## src/design/kcp_pkg.sv

```systemverilog
// Package for the 2x2 Kalman covariance prediction block.
// Holds widths, fixed-point constants, register indexes and the saturation helper.
// No dependencies.
`timescale 1ns / 1ps

package kcp_pkg;

    // field widths
    localparam int COEF_W    = 32;
    localparam int COV_W     = 48;
    localparam int STEP_W    = 10;
    localparam int CFG_IDX_W = 3;

    // fixed-point format and step limit
    localparam int FRAC_BITS = 16;
    localparam logic [STEP_W-1:0] MAX_STEPS = STEP_W'(1023);

    // shared multiplier: coefficient times one 24-bit half of a covariance value
    localparam int HALF_W = 24;
    localparam int OPB_W  = HALF_W + 1;
    localparam int PROD_W = COEF_W + OPB_W;
    localparam int FULL_W = PROD_W + HALF_W + 1;

    // covariance range bounds
    localparam logic [COV_W-1:0] COV_MAX = {1'b0, {(COV_W-1){1'b1}}};
    localparam logic [COV_W-1:0] COV_MIN = {1'b1, {(COV_W-1){1'b0}}};

    // configuration register indexes
    localparam logic [CFG_IDX_W-1:0] REG_A00 = 3'd0;
    localparam logic [CFG_IDX_W-1:0] REG_A01 = 3'd1;
    localparam logic [CFG_IDX_W-1:0] REG_A10 = 3'd2;
    localparam logic [CFG_IDX_W-1:0] REG_A11 = 3'd3;
    localparam logic [CFG_IDX_W-1:0] REG_G0  = 3'd4;
    localparam logic [CFG_IDX_W-1:0] REG_G1  = 3'd5;

    // configuration reset values
    localparam logic [COEF_W-1:0] RST_A00 = 32'd65536;
    localparam logic [COEF_W-1:0] RST_A01 = 32'd65536;
    localparam logic [COEF_W-1:0] RST_A10 = 32'd0;
    localparam logic [COEF_W-1:0] RST_A11 = 32'd65536;
    localparam logic [COEF_W-1:0] RST_G0  = 32'd32768;
    localparam logic [COEF_W-1:0] RST_G1  = 32'd65536;

    // saturated value plus a clip indication
    typedef struct packed {
        logic             clip;
        logic [COV_W-1:0] val;
    } sat_t;

    // clip a wide signed value to the covariance range
    function automatic sat_t sat_cov(input logic signed [FULL_W-1:0] x);
        sat_t r;
        if ((&x[FULL_W-1:COV_W-1]) || !(|x[FULL_W-1:COV_W-1])) begin
            r.clip = 1'b0;
            r.val  = x[COV_W-1:0];
        end
        else begin
            r.clip = 1'b1;
            r.val  = x[FULL_W-1] ? COV_MIN : COV_MAX;
        end
        return r;
    endfunction

endpackage

```

## src/design/kalman_covariance_predict_2x2.sv

```systemverilog
// Top level of the 2x2 Kalman covariance prediction block.
// Iterative datapath around one shared 32x25 signed multiplier; uses kcp_pkg.
`timescale 1ns / 1ps

// Usage
// - input channel: in_valid / in_stall with step_count and the starting covariance;
//   in_stall is high whenever an item is in progress, one item is worked at a time
// - output channel: out_valid / out_stall with the predicted covariance and the
//   saturated flag; the result sits in an output register until taken
// - configuration: cfg_we / cfg_index / cfg_data write A and G at any edge,
//   indexes past the last register are dropped; write only while idle
// - each prediction step runs 8 element updates through the shared multiplier:
//   first the four T elements, then the four P elements
// - the three noise terms G*G^T are formed once per item up front
// - the step count is clipped to the limit (zero counts as one); the block
//   returns to idle after each item before it takes the next one
// - if the receiver stalls while a result waits, the next item still runs and
//   holds in its final state until the output register frees up
// - reset clears the sequencer and out_valid and loads the default A and G
module kalman_covariance_predict_2x2
    import kcp_pkg::*;
(
    input  logic                     clk,
    input  logic                     rst_n,
    // configuration write port
    input  logic                     cfg_we,
    input  logic [CFG_IDX_W-1:0]     cfg_index,
    input  logic [COEF_W-1:0]        cfg_data,
    // input channel
    input  logic                     in_valid,
    output logic                     in_stall,
    input  logic [STEP_W-1:0]        step_count,
    input  logic signed [COV_W-1:0]  cov_in_00,
    input  logic signed [COV_W-1:0]  cov_in_01,
    input  logic signed [COV_W-1:0]  cov_in_10,
    input  logic signed [COV_W-1:0]  cov_in_11,
    // output channel
    output logic                     out_valid,
    input  logic                     out_stall,
    output logic signed [COV_W-1:0]  cov_out_00,
    output logic signed [COV_W-1:0]  cov_out_01,
    output logic signed [COV_W-1:0]  cov_out_10,
    output logic signed [COV_W-1:0]  cov_out_11,
    output logic                     saturated
);

    typedef enum logic [2:0] {
        ST_IDLE,
        ST_GG,
        ST_TPH,
        ST_QPH,
        ST_DONE
    } state_t;

    // sub-step slots inside one element update
    localparam logic [2:0] SUB_GG_LAST = 3'd3;
    localparam logic [2:0] SUB_T_LAST  = 3'd5;
    localparam logic [2:0] SUB_Q_LAST  = 3'd6;
    localparam logic [1:0] ELEM_GG_LAST = 2'd2;
    localparam logic [1:0] ELEM_LAST    = 2'd3;

    state_t state_reg;
    logic [2:0]        sub_reg;
    logic [1:0]        elem_reg;
    logic [STEP_W-1:0] steps_left_reg;
    logic              sat_reg;
    logic              out_valid_reg;

    // configuration registers
    logic [COEF_W-1:0] a00_reg, a01_reg, a10_reg, a11_reg, g0_reg, g1_reg;

    // working matrices and noise terms
    logic [COV_W-1:0] p00_reg, p01_reg, p10_reg, p11_reg;
    logic [COV_W-1:0] t00_reg, t01_reg, t10_reg, t11_reg;
    logic [COV_W-1:0] gg0_reg, gg1_reg, gg2_reg;

    // arithmetic pipeline registers
    logic signed [PROD_W-1:0] prod_reg;
    logic signed [PROD_W-1:0] lo_reg;
    logic [COV_W-1:0]         mres_reg;
    logic [COV_W-1:0]         acc_reg;
    logic [COV_W-1:0]         s_reg;

    // output registers
    logic [COV_W-1:0] out00_reg, out01_reg, out10_reg, out11_reg;
    logic             out_sat_reg;

    logic                     in_accept;
    logic                     out_free;
    logic                     mat_phase;
    logic                     mul_en;
    logic                     lo_en;
    logic                     comb_en;
    logic                     last_sub;
    logic [1:0]               a_sel;
    logic [COEF_W-1:0]        a_op;
    logic [COV_W-1:0]         p_op;
    logic signed [OPB_W-1:0]  b_op;
    logic signed [PROD_W-1:0] prod_next;
    logic signed [FULL_W-1:0] full_prod;
    logic signed [FULL_W-1:0] shifted;
    sat_t                     comb_sat;
    sat_t                     sum_sat;
    sat_t                     gsum_sat;
    logic [COV_W-1:0]         gg_op;
    logic [STEP_W-1:0]        steps_init;

    assign in_stall   = (state_reg != ST_IDLE);
    assign in_accept  = in_valid && !in_stall;
    assign out_free   = !out_valid_reg || !out_stall;
    assign mat_phase  = (state_reg == ST_TPH) || (state_reg == ST_QPH);

    assign out_valid  = out_valid_reg;
    assign cov_out_00 = $signed(out00_reg);
    assign cov_out_01 = $signed(out01_reg);
    assign cov_out_10 = $signed(out10_reg);
    assign cov_out_11 = $signed(out11_reg);
    assign saturated  = out_sat_reg;

    // clipped step count
    always_comb
    begin
        if (step_count == '0)
            steps_init = STEP_W'(1);
        else if (step_count > MAX_STEPS)
            steps_init = MAX_STEPS;
        else
            steps_init = step_count;
    end

    // slot decode
    always_comb
    begin
        mul_en   = ((state_reg == ST_GG) && (sub_reg <= 3'd1)) ||
                   (mat_phase && (sub_reg <= 3'd3));
        lo_en    = (sub_reg == 3'd1) || (sub_reg == 3'd3);
        comb_en  = ((state_reg == ST_GG) && (sub_reg == 3'd2)) ||
                   (mat_phase && ((sub_reg == 3'd2) || (sub_reg == 3'd4)));
        last_sub = ((state_reg == ST_GG)  && (sub_reg == SUB_GG_LAST)) ||
                   ((state_reg == ST_TPH) && (sub_reg == SUB_T_LAST)) ||
                   ((state_reg == ST_QPH) && (sub_reg == SUB_Q_LAST));
    end

    // operand selection: sub_reg[1] picks the first or second product of the element
    always_comb
    begin
        a_sel = 2'd0;
        p_op  = p00_reg;
        case (state_reg)
            ST_GG:
            begin
                a_sel = (elem_reg == 2'd2) ? 2'd3 : 2'd2;
                p_op  = (elem_reg == 2'd0) ? {{(COV_W-COEF_W){g0_reg[COEF_W-1]}}, g0_reg}
                                           : {{(COV_W-COEF_W){g1_reg[COEF_W-1]}}, g1_reg};
            end
            ST_QPH:
            begin
                a_sel = {elem_reg[0], sub_reg[1]};
                case ({elem_reg[1], sub_reg[1]})
                    2'd0:    p_op = t00_reg;
                    2'd1:    p_op = t01_reg;
                    2'd2:    p_op = t10_reg;
                    default: p_op = t11_reg;
                endcase
            end
            default:
            begin
                a_sel = {elem_reg[1], sub_reg[1]};
                case ({sub_reg[1], elem_reg[0]})
                    2'd0:    p_op = p00_reg;
                    2'd1:    p_op = p01_reg;
                    2'd2:    p_op = p10_reg;
                    default: p_op = p11_reg;
                endcase
            end
        endcase
    end

    // coefficient mux: A entries, then G for the noise terms
    always_comb
    begin
        if (state_reg == ST_GG)
            a_op = a_sel[0] ? g1_reg : g0_reg;
        else begin
            case (a_sel)
                2'd0:    a_op = a00_reg;
                2'd1:    a_op = a01_reg;
                2'd2:    a_op = a10_reg;
                default: a_op = a11_reg;
            endcase
        end
    end

    // shared multiplier: low half unsigned in even slots, high half signed in odd slots
    always_comb
    begin
        if (sub_reg[0])
            b_op = $signed({p_op[COV_W-1], p_op[COV_W-1:HALF_W]});
        else
            b_op = $signed({1'b0, p_op[HALF_W-1:0]});
        prod_next = $signed(a_op) * b_op;
    end

    // recombine halves, floor shift and clip
    always_comb
    begin
        full_prod = $signed({{(FULL_W-PROD_W-HALF_W){prod_reg[PROD_W-1]}}, prod_reg,
                             {HALF_W{1'b0}}})
                  + $signed({{(FULL_W-PROD_W){lo_reg[PROD_W-1]}}, lo_reg});
        shifted   = full_prod >>> FRAC_BITS;
        comb_sat  = sat_cov(shifted);
    end

    // element sums
    always_comb
    begin
        case (elem_reg)
            2'd0:    gg_op = gg0_reg;
            2'd3:    gg_op = gg2_reg;
            default: gg_op = gg1_reg;
        endcase
        sum_sat  = sat_cov($signed({{(FULL_W-COV_W){acc_reg[COV_W-1]}}, acc_reg})
                         + $signed({{(FULL_W-COV_W){mres_reg[COV_W-1]}}, mres_reg}));
        gsum_sat = sat_cov($signed({{(FULL_W-COV_W){s_reg[COV_W-1]}}, s_reg})
                         + $signed({{(FULL_W-COV_W){gg_op[COV_W-1]}}, gg_op}));
    end

    // configuration registers
    always_ff @(posedge clk or negedge rst_n)
    begin
        if (!rst_n)
        begin
            a00_reg <= RST_A00;
            a01_reg <= RST_A01;
            a10_reg <= RST_A10;
            a11_reg <= RST_A11;
            g0_reg  <= RST_G0;
            g1_reg  <= RST_G1;
        end
        else if (cfg_we)
        begin
            unique case (cfg_index)
                REG_A00: a00_reg <= cfg_data;
                REG_A01: a01_reg <= cfg_data;
                REG_A10: a10_reg <= cfg_data;
                REG_A11: a11_reg <= cfg_data;
                REG_G0:  g0_reg  <= cfg_data;
                REG_G1:  g1_reg  <= cfg_data;
                default: ;
            endcase
        end
    end

    // sequencer, step count, flag and output valid
    always_ff @(posedge clk or negedge rst_n)
    begin
        if (!rst_n)
        begin
            state_reg      <= ST_IDLE;
            sub_reg        <= '0;
            elem_reg       <= '0;
            steps_left_reg <= '0;
            sat_reg        <= 1'b0;
            out_valid_reg  <= 1'b0;
        end
        else begin
            // a result loaded from the done state replaces the one being taken
            if (out_valid_reg && !out_stall && state_reg != ST_DONE)
                out_valid_reg <= 1'b0;

            if ((comb_en && comb_sat.clip) ||
                ((state_reg == ST_TPH || state_reg == ST_QPH) && sub_reg == 3'd5 &&
                 sum_sat.clip) ||
                ((state_reg == ST_QPH) && sub_reg == 3'd6 && gsum_sat.clip))
                sat_reg <= 1'b1;

            if (state_reg != ST_IDLE && state_reg != ST_DONE)
            begin
                if (last_sub)
                    sub_reg <= '0;
                else
                    sub_reg <= sub_reg + 3'd1;
            end

            unique case (state_reg)
                ST_IDLE:
                begin
                    if (in_accept)
                    begin
                        state_reg      <= ST_GG;
                        sub_reg        <= '0;
                        elem_reg       <= '0;
                        steps_left_reg <= steps_init;
                        sat_reg        <= 1'b0;
                    end
                end
                ST_GG:
                begin
                    if (last_sub)
                    begin
                        if (elem_reg == ELEM_GG_LAST)
                        begin
                            elem_reg  <= '0;
                            state_reg <= ST_TPH;
                        end
                        else
                            elem_reg <= elem_reg + 2'd1;
                    end
                end
                ST_TPH:
                begin
                    if (last_sub)
                    begin
                        elem_reg <= elem_reg + 2'd1;
                        if (elem_reg == ELEM_LAST)
                            state_reg <= ST_QPH;
                    end
                end
                ST_QPH:
                begin
                    if (last_sub)
                    begin
                        elem_reg <= elem_reg + 2'd1;
                        if (elem_reg == ELEM_LAST)
                        begin
                            if (steps_left_reg == STEP_W'(1))
                                state_reg <= ST_DONE;
                            else begin
                                steps_left_reg <= steps_left_reg - STEP_W'(1);
                                state_reg      <= ST_TPH;
                            end
                        end
                    end
                end
                ST_DONE:
                begin
                    if (out_free)
                    begin
                        out_valid_reg <= 1'b1;
                        state_reg     <= ST_IDLE;
                    end
                end
                default: state_reg <= ST_IDLE;
            endcase
        end
    end

    // datapath registers
    always_ff @(posedge clk)
    begin
        if (in_accept)
        begin
            p00_reg <= cov_in_00;
            p01_reg <= cov_in_01;
            p10_reg <= cov_in_10;
            p11_reg <= cov_in_11;
        end

        if (mul_en)
            prod_reg <= prod_next;
        if (lo_en)
            lo_reg <= prod_reg;
        if (comb_en)
            mres_reg <= comb_sat.val;
        if (mat_phase && sub_reg == 3'd3)
            acc_reg <= mres_reg;

        // noise terms
        if (state_reg == ST_GG && sub_reg == SUB_GG_LAST)
        begin
            case (elem_reg)
                2'd0:    gg0_reg <= mres_reg;
                2'd1:    gg1_reg <= mres_reg;
                default: gg2_reg <= mres_reg;
            endcase
        end

        // intermediate T = A*P
        if (state_reg == ST_TPH && sub_reg == SUB_T_LAST)
        begin
            case (elem_reg)
                2'd0:    t00_reg <= sum_sat.val;
                2'd1:    t01_reg <= sum_sat.val;
                2'd2:    t10_reg <= sum_sat.val;
                default: t11_reg <= sum_sat.val;
            endcase
        end

        // P = T*A^T + G*G^T
        if (state_reg == ST_QPH && sub_reg == 3'd5)
            s_reg <= sum_sat.val;
        if (state_reg == ST_QPH && sub_reg == SUB_Q_LAST)
        begin
            case (elem_reg)
                2'd0:    p00_reg <= gsum_sat.val;
                2'd1:    p01_reg <= gsum_sat.val;
                2'd2:    p10_reg <= gsum_sat.val;
                default: p11_reg <= gsum_sat.val;
            endcase
        end

        // result item
        if (state_reg == ST_DONE && out_free)
        begin
            out00_reg   <= p00_reg;
            out01_reg   <= p01_reg;
            out10_reg   <= p10_reg;
            out11_reg   <= p11_reg;
            out_sat_reg <= sat_reg;
        end
    end

endmodule

```

## config.mk

```make
export PLATFORM = sky130hd
export DESIGN_NAME = kalman_covariance_predict_2x2
export DESIGN_NICKNAME = d
export VERILOG_FILES = /design/src/design/kcp_pkg.sv /design/src/design/kalman_covariance_predict_2x2.sv
export SDC_FILE = /design/constraint.sdc
export NUM_CORES = 2
export LEC_CHECK = 0
export ABC_AREA = 1
export BUFFER_PORTS_ARGS = -buffer_cell sky130_fd_sc_hd__buf_2
export CAP_MARGIN = 10
export CORE_MARGIN = 2
export CORE_UTILIZATION = 56
export DETAILED_ROUTE_END_ITERATION = 16
export GPL_ROUTABILITY_DRIVEN = 0
export MAX_ROUTING_LAYER = met4
export PLACE_DENSITY = 0.75
export SYNTH_ARGS = -nofsm -noshare
export SYNTH_HDL_FRONTEND = slang
export SYNTH_SLANG_ARGS = --single-unit
```

## constraint.sdc

```tcl
create_clock -name clk -period 9 [get_ports clk]
set_input_delay 0.9 -clock clk [delete_from_list [all_inputs] [get_ports clk]]
set_output_delay 0.9 -clock clk [all_outputs]
set_load 0.01 [all_outputs]
```

==> results by group <==
Clock tree
  • Clock Sinks: 1,175
  • CTS tree: built
  • Post-cts hold buffer count: 0
  • Clock transition at path regs: 0.07 ns
  • Clock Path Buffers: 3
  • TritonCTS buffer count: 114
  • Skew-Pair Late Insertion Delay: 0.79 ns
  • Max H-tree Level: 3
  • CTS root buffer: clkbuf_16

GRT
  • Congestion Overflow GR: 0
  • Vias in the first global route: 71,500
  • Tot GR Track Use: 0.385
  • Initial antenna violation count: 16
  • Largest net degree at the start of global routing: 145
  • First-pass GRT wire length: 438,000 µm

Timing
  • Slew @ Worst Pin: 1.47 ns
  • Tcrit/Tclk final: 0.987
  • Final Hold Vio Count: 0
  • Max_slew headroom: 0.00904
  • Fin crit period: 8.88 ns
  • Final setup fails: 0
  • Fmax: 0.113 GHz
  • Final hold slack: 0.272 ns
  • Setup TNS: 0 ns
  • Worst Skew: 0.0702 ns
  • Final max-slew violation count: 0

Logic synthesis
  • Most numerous cell in the Yosys netlist: nand2_1
  • Top_reg_cell synth: edfxtp_1
  • Yosys top cell by area: edfxtp_1
  • Flops & latches, synth: 1,175
  • Post-Syn Nets: 11,000
  • Post-synthesis average cell area: 8.88 µm²
  • Post-synth EDFFs: 771
  • Syn Inst Count: 9,654
  • Mapped Area: 0.0857 mm²
  • Count of different cell masters after synthesis: 65
  • Most frequent cells after synthesis: nand2_1, inv_1, nor2_1, fa_1, edfxtp_1
  • Asr flop ratio synth: 0.180
  • Ys Warns: 0
  • Top cell type's share of synthesized area: 0.270
  • Sequential area share after synthesis: 0.377
  • Main area contributors after synthesis: edfxtp_1, fa_1, nand2_1, inv_1, dfrtp_1

Drt
  • WL per Instance: 23.9 µm
  • Pre-antenna DRT Iters: 10
  • DRC marker count from the first detailed-route iteration: 9,473
  • Via density: 5.96
  • Drt total wl: 293,000 µm
  • Remaining DRCs: 0
  • Via count: 72,900
  • Post-route ant nets: 0

Min path
  • Worst Hold Class: primary input to async pin

Finish
  • Max FFs per register: 57
  • Area delta synth->final: 11.5%
  • Fillers: 12,200
  • Final instance area: 0.0955 mm²
  • Final core utilization: 0.629
  • Multi-input gate area: 0.0466 mm²
  • Final nets: 11,500
  • Proportion of layout cells with a drive suffix above 1: 0.113
  • Storage element area: 0.0323 mm²

Outcome
  • Violated checks: max-capacitance violations
  • Status: complete, but fails checks

Floorplanning
  • Area of the die: 0.156 mm²
  • Die W: 395 µm
  • Core footprint: 0.152 mm²
  • Initial core utilization: 0.564
  • Num ports: 437
  • Row count: 143
  • Chip height: 395 µm

Run
  • Number of max-cap violations: 1

Setup path
  • Critical path's slowest cell: fa_1
  • Slowest cell delay on critical path: 0.53 ns
  • Worst EP required: 9.46 ns
  • CP startpoint kind: flip-flop
  • Critical path's most frequent cell: fa_1
  • Crit Path Class: flip-flop to flip-flop
  • Arrival time worst endpoint: 9.34 ns
  • Worst Path Max Fanout: 15
  • Worst Setup End Kind: flip-flop

Place
  • Post-DP HPWL: 225,000 µm
  • IO buf count: 436
  • Placed inst area: 0.0908 mm²
area by class of cell:
cell class	count	share of cell area
Inverter	1491	0.0596
Tap cell	2030	0.0266
Timing Repair Buffer	670	0.0466
Clock buffer	148	0.0322
Sequential cell	1175	0.338
Clock inverter	67	0.00860
Antenna cell	17	0.000445
Multi-Input combinational cell	6624	0.488
metal layers:
metal / track usage / routed length, µm / vias to the layer above
met4: 0.292 / 27600 / 0
li1: - / - / 31700
met3: 0.0987 / 35800 / 1315
met5: - / 0 / -
met2: 0.564 / 129000 / 5182
met1: 0.458 / 100000 / 34700
critical path: cells and delay by family, from the launching register on:
kind	cells	cell delay, ns
flip-flops	1	0.38
AND/OR/NAND/NOR	9	1.12
XOR/XNOR	1	0.16
buffers and inverters	12	1.39
AO/OA/AOI/OAI	7	1.84
adder cells (fa/ha/maj)	8	3.71
stage by stage:
step                instances  setup slack, ns
floorplan                9654            0.608
global placement        12000           -0.493
detailed placement      12000           -0.494
CTS                     12200          0.00473
global route            12200           -0.138
finish                  12200            0.119
cell usage in the layout, fill, tap and decap left out, types with 15 or more instances in the layout:
master      instances
a31oi_1            96
buf_12             31
nor2_4             24
a211oi_1           15
nor3_1             50
a221oi_1           32
buf_4             177
xnor2_1            94
nor2_1            912
xor2_1             92
nand2_2            45
o21a_1             20
inv_1            1421
o21ai_1            21
nor2_2             40
nand2_1          2441
buf_6              17
o21ai_2            53
o211ai_1           44
a22o_1             33
o21bai_1           24
a21o_1             87
clkinvlp_4         17
fa_1              818
a21oi_1           474
dfrtp_1           207
clkbuf_1           24
o21ai_0           477
a221o_1            48
dfxtp_1           192
ha_1              316
clkbuf_16         115
diode_2            17
nand3_1           190
inv_2              42
edfxtp_1          771
buf_2             437
clkinv_2           26
nand4_1            55
worst paths after layout:
check	depth (start not counted)	slack, ns	to	from
worst max-delay path	37	0.12	prod_reg[50]	elem_reg[0]
max in group asynchronous	2	7.00	steps_left_reg[2]	rst_n
worst min-delay path	1	0.27	g0_reg[24]	rst_n
min in group clk	3	0.36	p00_reg[2]	cov_in_00[2]
worst min register to register	0	0.43	cov_out_10[44]	p10_reg[44]
worst max register to register	37	0.12	prod_reg[50]	elem_reg[0]
cell families after synthesis:
kind of cell / synth area share
flops: 0.377
simple gates: 0.177
compound gates: 0.103
buf+inv: 0.0852
fa+ha+maj: 0.239
xor+xnor: 0.0190
timing repair:
action,CTS,global route
buffers inserted,4,17
resized for setup,12,153
pin swaps,2,17
gates cloned,0,1
setup endpoints to repair,26,29
Power is not shown: default switching activity piles up to over one toggle a cycle in this logic, so the estimate is an artifact.
